==> src/design/tile_grid_box_collision_macros.svh <==
// assertion macros for the tile grid box collision block
`ifndef TILE_GRID_BOX_COLLISION_MACROS_SVH
`define TILE_GRID_BOX_COLLISION_MACROS_SVH

`ifndef SYNTH
// same-cycle implication
`define TGBC_ASSERT_IMPL(name, clk, rst_n, ante, cons, msg) \
  name: assert property (@(posedge clk) disable iff (!rst_n) (ante) |-> (cons)) \
    else $error(msg);
// next-cycle implication
`define TGBC_ASSERT_NEXT(name, clk, rst_n, ante, cons, msg) \
  name: assert property (@(posedge clk) disable iff (!rst_n) (ante) |=> (cons)) \
    else $error(msg);
`else
`define TGBC_ASSERT_IMPL(name, clk, rst_n, ante, cons, msg)
`define TGBC_ASSERT_NEXT(name, clk, rst_n, ante, cons, msg)
`endif

`endif

==> src/design/tgbc_pkg.sv <==
`default_nettype none

package tgbc_pkg;

  // field and datapath widths
  localparam int unsigned TS_W        = 7;
  localparam int unsigned MW_W        = 13;
  localparam int unsigned ADDR_IN_W   = 12;
  localparam int unsigned POS_W       = 14;
  localparam int unsigned SIZE_W      = 11;
  localparam int unsigned COORD_W     = 15;
  localparam int unsigned IDX_W       = 28;
  localparam int unsigned PROD_W      = 22;
  localparam int unsigned DIFF_W      = 23;
  localparam int unsigned NUM_LANES   = 4;
  localparam int unsigned IN_TDATA_W  = 64;
  localparam int unsigned OUT_TDATA_W = 32;
  localparam int unsigned CFG_ADDR_W  = 3;
  localparam int unsigned CFG_DATA_W  = 32;

  // register reset values
  localparam logic [TS_W-1:0] TS_RESET = 7'd16;
  localparam logic [MW_W-1:0] MW_RESET = 13'd64;

  // saturation bounds of the corrected coordinates
  localparam logic signed [DIFF_W-1:0] SAT_HI = 23'sd16383;
  localparam logic signed [DIFF_W-1:0] SAT_LO = -23'sd16384;

  // divider lanes
  localparam int unsigned LANE_LEFT   = 0;
  localparam int unsigned LANE_RIGHT  = 1;
  localparam int unsigned LANE_TOP    = 2;
  localparam int unsigned LANE_BOTTOM = 3;

  typedef logic [COORD_W-1:0] coord_t;

  typedef enum logic [1:0] {
    OP_WRITE  = 2'd0,
    OP_HORIZ  = 2'd1,
    OP_VERT   = 2'd2,
    OP_GROUND = 2'd3
  } op_t;

  typedef enum logic [0:0] {
    REG_TILE_SIZE = 1'b0,
    REG_MAP_WIDTH = 1'b1
  } reg_idx_t;

  typedef enum logic [2:0] {
    ST_CLEAR,
    ST_IDLE,
    ST_DIV,
    ST_BASE,
    ST_ISSUE,
    ST_CHECK,
    ST_CORR,
    ST_DONE
  } state_t;

  // controller to datapath
  typedef struct packed {
    logic clr_en;
    logic mem_wr;
    logic load;
    logic div_step;
    logic base;
    logic rd_en;
    logic advance;
    logic set_hit;
    logic corr;
    logic load_out;
  } cmd_t;

  // datapath to controller
  typedef struct packed {
    logic clr_last;
    logic div_last;
    logic tile_ok;
    logic rd_solid;
    logic out_free;
  } stat_t;

endpackage

`default_nettype wire

==> src/design/tgbc_ctrl.sv <==
`default_nettype none

// sequencer: clear sweep, divide, edge walk, correction, result hand-off
module tgbc_ctrl (
  input  logic             clk,
  input  logic             rst_n,
  input  logic             in_valid,
  input  logic             in_is_write,
  output logic             in_ready,
  input  tgbc_pkg::stat_t  stat,
  output tgbc_pkg::cmd_t   cmd
);

  tgbc_pkg::state_t state_r;
  tgbc_pkg::state_t state_nxt;

  // state register
  always_ff @(posedge clk) begin
    if (!rst_n) begin
      state_r <= tgbc_pkg::ST_CLEAR;
    end else begin
      state_r <= state_nxt;
    end
  end

  // next state
  always_comb begin
    state_nxt = state_r;
    case (state_r)
      tgbc_pkg::ST_CLEAR: if (stat.clr_last) state_nxt = tgbc_pkg::ST_IDLE;
      tgbc_pkg::ST_IDLE:  if (in_valid && !in_is_write) state_nxt = tgbc_pkg::ST_DIV;
      tgbc_pkg::ST_DIV:   if (stat.div_last) state_nxt = tgbc_pkg::ST_BASE;
      tgbc_pkg::ST_BASE:  state_nxt = tgbc_pkg::ST_ISSUE;
      tgbc_pkg::ST_ISSUE: begin
        state_nxt = stat.tile_ok ? tgbc_pkg::ST_CHECK : tgbc_pkg::ST_CORR;
      end
      tgbc_pkg::ST_CHECK: begin
        state_nxt = stat.rd_solid ? tgbc_pkg::ST_CORR : tgbc_pkg::ST_ISSUE;
      end
      tgbc_pkg::ST_CORR:  state_nxt = tgbc_pkg::ST_DONE;
      tgbc_pkg::ST_DONE:  if (stat.out_free) state_nxt = tgbc_pkg::ST_IDLE;
      default:            state_nxt = tgbc_pkg::ST_CLEAR;
    endcase
  end

  // commands
  always_comb begin
    cmd      = '0;
    in_ready = 1'b0;
    case (state_r)
      tgbc_pkg::ST_CLEAR: cmd.clr_en = 1'b1;
      tgbc_pkg::ST_IDLE: begin
        in_ready   = 1'b1;
        cmd.mem_wr = in_valid && in_is_write;
        cmd.load   = in_valid && !in_is_write;
      end
      tgbc_pkg::ST_DIV:   cmd.div_step = 1'b1;
      tgbc_pkg::ST_BASE:  cmd.base = 1'b1;
      tgbc_pkg::ST_ISSUE: cmd.rd_en = stat.tile_ok;
      tgbc_pkg::ST_CHECK: begin
        cmd.set_hit = stat.rd_solid;
        cmd.advance = !stat.rd_solid;
      end
      tgbc_pkg::ST_CORR:  cmd.corr = 1'b1;
      tgbc_pkg::ST_DONE:  cmd.load_out = stat.out_free;
      default: begin
        cmd      = '0;
        in_ready = 1'b0;
      end
    endcase
  end

endmodule

`default_nettype wire

==> config.mk <==
export PLATFORM = sky130hd
export DESIGN_NAME = tgbc_ctrl
export DESIGN_NICKNAME = d
export VERILOG_FILES = /design/src/design/tile_grid_box_collision_macros.svh /design/src/design/tgbc_pkg.sv /design/src/design/tgbc_ctrl.sv
export SDC_FILE = /design/constraint.sdc
export NUM_CORES = 1
export LEC_CHECK = 0
export BUFFER_PORTS_ARGS = -buffer_cell sky130_fd_sc_hd__buf_2
export CAP_MARGIN = 0
export CORE_AREA = 2 2 39 41
export CTS_CLUSTER_SIZE = 40
export DETAILED_ROUTE_END_ITERATION = 10
export DIE_AREA = 0 0 41 43
export GPL_ROUTABILITY_DRIVEN = 0
export GPL_TIMING_DRIVEN = 1
export SLEW_MARGIN = 15
export SYNTH_ARGS = -nofsm -noshare
export SYNTH_HDL_FRONTEND = slang
export SYNTH_SLANG_ARGS = --single-unit
export TNS_END_PERCENT = 50
==> constraint.sdc <==
create_clock -name clk -period 3.4 [get_ports clk]
set_clock_uncertainty 0.1 [all_clocks]
set_input_delay 0.34 -clock clk [delete_from_list [all_inputs] [get_ports clk]]
set_output_delay 0.34 -clock clk [all_outputs]
set_load 0.03 [all_outputs]
==> out/summary.txt, run 1 <==
Post-CTS setup buffers: 0
Place WS: 1.671 ns
VDD IR-drop max: 0.3344 mV
Cell Area, Placed: 392.9 um2
PnR Total Power: 272.2 uW
Clk_lat worst skew: 0.23 ns
Max FFs per register: 3
# diodes: 0
Peak Freq: 504.6 MHz
HP Class: in2reg
Placed Cells: 74
Fraction of layout cells with a size suffix above 1: 0.3548
Minimum clock period: 1.982 ns
Grt ovf: 0
Final ANT Viol Nets: 0
CTS tree: built
Non-filler cells, final: 78
Via Count: 376
Post-CTS Resized: 0
Hpwl dp: 511.6 um
Die Y: 43 um
Routed vias/inst: 4.821
P_leak: 0.0002175 uW
Final Cell Area: 419.2 um2
Detailed Route WL: 774 um
RSZ-0062 raised after global routing: no
Mapped cell area: 304.0 um2
Mean Syn Cell Area: 7.071 um2
Final period util: 0.5829
Hold path startpoint: rst_n
Clock-pin transition on the worst setup and hold timing paths: 0.04 ns
CP Launch Type: register
Vias in the first global route: 251
Net count, final: 72
Area added between synthesis and finish: 37.86%
Least-Margin Pin Slew: 0.5007 ns
# fillers: 147
Max-slew violations: 0
CTS Buf Count: 3
Post-Syn Nets: 52
Initial Util: 0.2197
Multi-input gate area: 214.0 um2
CTS Sinks: 3
Source of the critical timing path: state_r[0]$_SDFFE_PN0P_
Final worst setup slack: 1.418 ns
Core Footprint: 1384 um2
First-pass GRT wire length: 1.035 mm
Arrival time worst endpoint: 1.54 ns
Flops & latches, synth: 3
Cell variety after synth: 21
Largest net degree at the start of global routing: 19
Hold Vio Cnt, Final: 0
Gr usage total: 0.08826
Register area: 60.06 um2
Finish-stage setup viols: 0
H-Tree Depth: 1
IO buf count: 19
DRT Pass-1 Iters: 4
Critical path endpoint category: primary output
Warnings, synthesis: 0
Initial antenna violation count: 0
DRC: 0
Setup tns final: 0 ns
# rows: 14
CP Max Fanout: 16
I/O pin total: 20
Worst reg2reg startpoint: state_r[0]$_SDFFE_PN0P_
Initial DRC Count: 6
Slew margin rel.: 0.6658
Mapped Cells: 43
Die width: 41 um
Hold buffers post-CTS: 0
Reg with most FFs: state_r
Clk buf depth: 2
Max-cap violations: 0
CTS Root Cell: clkbuf_4
Run status: finished clean
Sequential area share after synthesis: 0.1975
WP data required: 2.96 ns
Die area: 1763 um2
Crit Path Class: reg2out
DR WL/cell: 9.923 um
Pwr Density: 649.3 nW/um2
Largest regs: state_r x3
[synthesized netlist by cell type, drive strengths merged]
cell type,n,share of area
dfxtp,3,0.20
o221a,1,0.037
and3,2,0.041
nor2,4,0.049
a21oi,1,0.016
and2b,1,0.025
o41a,1,0.037
nor4,1,0.021
o21ai,1,0.016
nor3b,2,0.049
o211ai,1,0.025
and3b,3,0.086
o21a,1,0.025
nor3,5,0.082
nor2b,3,0.062
or3b,1,0.029
o41ai,1,0.029
inv,1,0.012
nand2,6,0.074
buf,4,0.086
[worst max-delay path, stage by stage (launching register included)]
cell and delay (ns):
dfxtp_1 0.59, nor3b_1 0.34, and3_1 0.19, buf_2 0.19
[layer usage]
layer | GRT usage | routed length (um)
met5 | 0 | 0
met2 | 0.1000 | 314
met1 | 0.1186 | 357
met3 | 0.06806 | 102
met4 | 0.04000 | 0
[cells by family (layout without fill, tap and decap cells)]
| family | Yosys count | after routing | share of synthesized area |
|---|---|---|---|
| AND/OR/NAND/NOR | 28 | 28 | 0.5185 |
| AO/OA/AOI/OAI | 7 | 7 | 0.1852 |
| buffers and inverters | 5 | 24 | 0.09874 |
| flip-flops | 3 | 3 | 0.1975 |
[final cells by class]
class	instances	area share
Clock buffer	4	0.06269
Tap cell	16	0.04776
Inverter	1	0.008955
Timing Repair Buffer	19	0.2269
Sequential cell	3	0.1433
Multi-Input combinational cell	35	0.5104
[layout by cell type (no fill, tap or decap)]
cell,n
clkbuf_1,1
and3_1,2
o221a_1,1
nor3_1,5
buf_2,19
o41ai_1,1
o21ai_0,1
dfxtp_1,3
o211ai_1,1
nor2b_1,3
nor4_1,1
or3b_1,1
and2b_1,1
nor3b_1,2
and3b_1,3
clkbuf_4,3
nor2_1,4
o21a_1,1
a21oi_1,1
nand2_1,6
inv_1,1
o41a_1,1
[final timing paths]
path	slack (ns)	depth (start not counted)	to
setup / recovery	1.42	3	cmd[8]
hold / removal	0.28	3	state_r[1]$_SDFFE_PN0P_
setup reg to reg	1.81	3	state_r[0]$_SDFFE_PN0P_
hold reg to reg	0.62	2	state_r[1]$_SDFFE_PN0P_
[metrics by stage]
stage	hold slack, ns	util
final	0.2826	0.3029
after global routing	0.2817	0.3029
after CTS	0.2797	0.3029
after detailed placement	0.5217	0.2839
after global placement	0.5230	0.2839
after floorplan	0.3819	-
[power breakdown]
part	leakage [uW]	internal, uW	switching, uW
registers	0.0000246	44.9	34.4
logic	0.000178	53.5	75.9
clock network	0.0000150	44.0	19.4
total	0.000217	142	130
(Power assumes the default switching activity.)
==> run 2: changes to the inputs <==
==> constraint.sdc (replaced) <==
create_clock -name clk -period 1.9 [get_ports clk]
set_clock_uncertainty 0.1 [all_clocks]
set_input_delay 0.19 -clock clk [delete_from_list [all_inputs] [get_ports clk]]
set_output_delay 0.19 -clock clk [all_outputs]
set_load 0.03 [all_outputs]
==> out/summary.txt, run 2 (same netlist as run 1, synthesis figures left out) <==
Final worst setup slack: 0.2585 ns
Max-cap violations: 0
CTS Root Cell: clkbuf_4
DRC: 0
Multi-input gate area: 219.0 um2
Commonest cells after routing, fill and taps aside: buf_2 (19), nand2_1 (6), nor3_1 (5)
Grt ovf: 0
Int Power: 259.7 uW
RSZ-0062 raised after global routing: no
Clk_lat worst skew: 0.24 ns
# diodes: 0
Initial DRC Count: 5
Final ANT Viol Nets: 0
Net count, final: 72
Detailed Route WL: 731 um
Worst reg2reg path endpoint: state_r[0]$_SDFFE_PN0P_
Die width: 41 um
Source of the critical timing path: state_r[2]$_SDFFE_PN0P_
Fraction of layout cells with a size suffix above 1: 0.3871
Register area: 61.31 um2
I/O pin total: 20
Hold Vio Cnt, Final: 0
Crit path cell chain: nor3b_2, and3_1, buf_2
First-pass GRT wire length: 1.138 mm
Clk pwr share: 0.231
Peak Freq: 609.2 MHz
Crit Path Class: reg2out
CP Max Fanout: 18
Via Count: 362
Hold slack: 0.1292 ns
Minimum clock period: 1.642 ns
Least-Margin Pin Slew: 0.5312 ns
Max incr delay on CP: 0.64 ns
Arrival time worst endpoint: 1.35 ns
Place WS: 0.3222 ns
Largest regs: state_r x3
CP max stage cell: dfxtp_1
Routed vias/inst: 4.641
Finish-stage setup viols: 0
Slew margin rel.: 0.6454
CTS tree: built
Hold Path Depth: 2
WP data required: 1.61 ns
H-Tree Depth: 1
Reg2reg setup slack: 0.36 ns
DRT Pass-1 Iters: 4
Critical path endpoint category: primary output
Run status: finished clean
P_leak: 0.0002215 uW
# rows: 14
Core Util, Final: 0.3074
Gate power share: 0.476
Seq pwr share: 0.292
Placed Cells: 74
Core Footprint: 1384 um2
DR WL/cell: 9.372 um
Max FFs per register: 3
Hold buffers post-CTS: 0
Net switching power: 231.8 uW
Hpwl dp: 527.4 um
Worst reg2reg startpoint: state_r[1]$_SDFFE_PN0P_
Gr usage total: 0.09820
Clk buf depth: 2
CTS Buf Count: 3
Vias in the first global route: 253
Hold path startpoint: rst_n
Die area: 1763 um2
Die Y: 43 um
Initial antenna violation count: 0
Initial Util: 0.2197
IO buf count: 19
Clock-pin transition on the worst setup and hold timing paths: 0.04 ns
Setup tns final: 0 ns
Pwr Density: 1155 nW/um2
Reg with most FFs: state_r
Max-slew violations: 0
VDD IR-drop max: 0.5943 mV
Area added between synthesis and finish: 39.92%
HP Class: in2reg
Commonest non-fill, non-tap cell in the layout: buf_2
CP Launch Type: register
CTS Sinks: 3
Non-filler cells, final: 78
Net Sw Frac: 0.4717
Worst Reg-to-Reg Cells: 3
Hold EP: state_r[0]$_SDFFE_PN0P_
Largest net degree at the start of global routing: 19
# fillers: 164
Final period util: 0.8640
run 2: cell counts in the layout (fill, tap and decap cells not counted):
Identical to the previous run, type by type.
run 2: worst max path at each step:
stage,endpoint,slack (ns),cells after the start
floorplan,cmd[7],0.19,4
global placement,state_r[0]$_SDFFE_PN0P_,0.38,3
detailed placement,state_r[0]$_SDFFE_PN0P_,0.32,3
CTS,cmd[8],0.13,3
global route,cmd[8],0.13,3
finish,cmd[8],0.26,3
run 2: timing repair:
item / 4_1_cts / 5_1_grt
gates resized for setup: 0 / 1
endpoints found under the setup margin: 0 / 2
buffers inserted: 0 / 0
run 2: stage by stage:
step	total power, uW	area [um2]
floorplan	325.7	309.0
global placement	372.0	397.9
detailed placement	377.8	397.9
CTS	497.0	424.2
global route	538.1	425.4
finish	491.5	425.4
run 2: area by class of cell:
class                   instances  area share
flip-flops and latches          3      0.1441
repair buffers                 19      0.2235
well taps                      16     0.04706
clock buffers                   4     0.06176
inverters                       1    0.008824
multi-input cells              35      0.5147
run 2: critical path, delay by kind of cell, from the launching register on:
family	cells	cell delay (ns)
buffers and inverters	1	0.17
and+or+nand+nor	2	0.30
DFF	1	0.64
run 2: power by group through the flow:
stage	clock network (uW)	logic, uW	registers, uW
2_1_floorplan	0	229	96.7
3_3_place_gp	0	233	139
3_5_place_dp	0	234	143
4_1_cts	120	235	142
5_1_grt	125	257	156
6_report	114	234	144
run 2: per-layer routing:
metal  share of wire  global-route usage  vias to the layer above
met4               0             0.04000                        0
li1                -                   -                      191
met2            0.39              0.1031                       16
met1            0.51              0.1502                      155
met3            0.10             0.06283                        0
met5               0                   0                        -
==> run 3: changes to the inputs <==
--- a/config.mk
+++ b/config.mk
@@ -5,7 +5,7 @@
 export SDC_FILE = /design/constraint.sdc
 export NUM_CORES = 1
 export LEC_CHECK = 0
-export BUFFER_PORTS_ARGS = -buffer_cell sky130_fd_sc_hd__buf_2
+export BUFFER_PORTS_ARGS = -buffer_cell sky130_fd_sc_hd__buf_4
 export CAP_MARGIN = 0
 export CORE_AREA = 2 2 39 41
 export CTS_CLUSTER_SIZE = 40
==> out/summary.txt, run 3 (same netlist as run 1, synthesis figures left out) <==
First-pass GRT wire length: 1.255 mm
Register area: 60.06 um2
Clk buf depth: 2
Final worst setup slack: 0.1678 ns
Least-Margin Pin Slew: 0.5301 ns
Via Count: 373
Hold path startpoint: rst_n
Max-cap violations: 0
Worst reg2reg path endpoint: state_r[0]$_SDFFE_PN0P_
Clk_lat worst skew: 0.23 ns
Multi-input gate area: 219.0 um2
WP data required: 1.61 ns
CP max stage cell: dfxtp_1
Hold EP: state_r[1]$_SDFFE_PN0P_
Commonest non-fill, non-tap cell in the layout: buf_4
CTS Sinks: 3
Initial DRC Count: 2
DR WL/cell: 10.28 um
Post-CTS Resized: 0
Slew margin rel.: 0.6461
Routed vias/inst: 4.782
Final ANT Viol Nets: 0
Vias in the first global route: 300
CTS tree: built
Worst reg2reg startpoint: state_r[0]$_SDFFE_PN0P_
Clock-pin transition on the worst setup and hold timing paths: 0.04 ns
Fraction of layout cells with a size suffix above 1: 0.3710
CP Launch Type: register
Reg with most FFs: state_r
Critical path endpoint category: primary output
Crit path cell chain: nor3b_2, and3_1, buf_4
P_leak: 0.0002289 uW
Max-slew violations: 0
Minimum clock period: 1.732 ns
# fillers: 155
Net count, final: 72
Post-CTS setup buffers: 0
H-Tree Depth: 1
Area added between synthesis and finish: 55.14%
# diodes: 0
Crit Path Class: reg2out
I/O pin total: 20
Max incr delay on CP: 0.58 ns
Final period util: 0.9117
Largest net degree at the start of global routing: 19
CP Max Fanout: 16
Hold Path Depth: 3
# rows: 14
Grt ovf: 0
Detailed Route WL: 802 um
Core Footprint: 1384 um2
CTS Buf Count: 3
Hold buffers post-CTS: 0
Initial Util: 0.2197
Gr usage total: 0.1083
Arrival time worst endpoint: 1.44 ns
Commonest cells after routing, fill and taps aside: buf_4 (19), nand2_1 (6), nor3_1 (5)
HP Class: in2reg
RSZ-0062 raised after global routing: no
Setup tns final: 0 ns
Hold Vio Cnt, Final: 0
Run status: finished clean
Reg2reg setup slack: 0.33 ns
Worst Reg-to-Reg Cells: 3
DRC: 0
Initial antenna violation count: 0
Die Y: 43 um
Die width: 41 um
Peak Freq: 577.3 MHz
Max FFs per register: 3
Finish-stage setup viols: 0
CTS Root Cell: clkbuf_4
Die area: 1763 um2
DRT Pass-1 Iters: 4
Hpwl dp: 590.7 um
VDD IR-drop max: 0.4205 mV
Place WS: 0.3314 ns
Pwr Density: 1092 nW/um2
Hold slack: 0.1217 ns
Largest regs: state_r x3
IO buf count: 19
==> run 3: cell counts in the layout (fill, tap and decap cells not counted) <==
No cell type changed its count.
==> run 3: how the worst max path moves through the flow <==
stage                             from                       to  slack [ns]  cells past startpoint
6_report       state_r[0]$_SDFFE_PN0P_                   cmd[8]        0.17                      3
5_1_grt        state_r[0]$_SDFFE_PN0P_                   cmd[7]        0.01                      4
4_1_cts        state_r[0]$_SDFFE_PN0P_                   cmd[8]        0.15                      3
3_5_place_dp   state_r[0]$_SDFFE_PN0P_  state_r[0]$_SDFFE_PN0P_        0.33                      3
3_3_place_gp   state_r[0]$_SDFFE_PN0P_  state_r[0]$_SDFFE_PN0P_        0.38                      3
2_1_floorplan  state_r[2]$_SDFFE_PN0P_                   cmd[7]        0.19                      4
==> run 3: area by class of cell <==
type / instances / share of cell area
repair buffers: 19 / 0.3024
multi-input cells: 35 / 0.4642
clock buffers: 4 / 0.05570
well taps: 16 / 0.04244
inverters: 1 / 0.007958
flip-flops and latches: 3 / 0.1273
==> run 3: through the flow <==
step           instance area [um2]    util  cells  power (uW)
2_1_floorplan                309.0       -     43       325.7
3_3_place_gp                 445.4  0.3219     74       400.4
3_5_place_dp                 445.4  0.3219     74       406.3
4_1_cts                      471.7  0.3409     78       523.3
5_1_grt                      471.7  0.3409     78       557.6
6_report                     471.7  0.3409     78       514.9
==> run 3: layer usage <==
metal / track usage / vias up / part of all wire
li1: - / 192 / -
met1: 0.1346 / 163 / 0.46
met2: 0.1375 / 16 / 0.42
met3: 0.03665 / 2 / 0.10
met4: 0.1000 / 0 / 0.017
met5: 0 / - / 0
==> run 3: power breakdown <==
group | switching [uW] | internal, uW
Combinational | 138 | 123
Sequential | 62.0 | 80.4
Clock | 32.4 | 78.7
Total | 233 | 282
==> run 3: worst max-delay path: cells and delay by family (launching register included) <==
kind          cells  cell delay [ns]
flops             1             0.58
simple gates      2             0.48
buf+inv           1             0.15
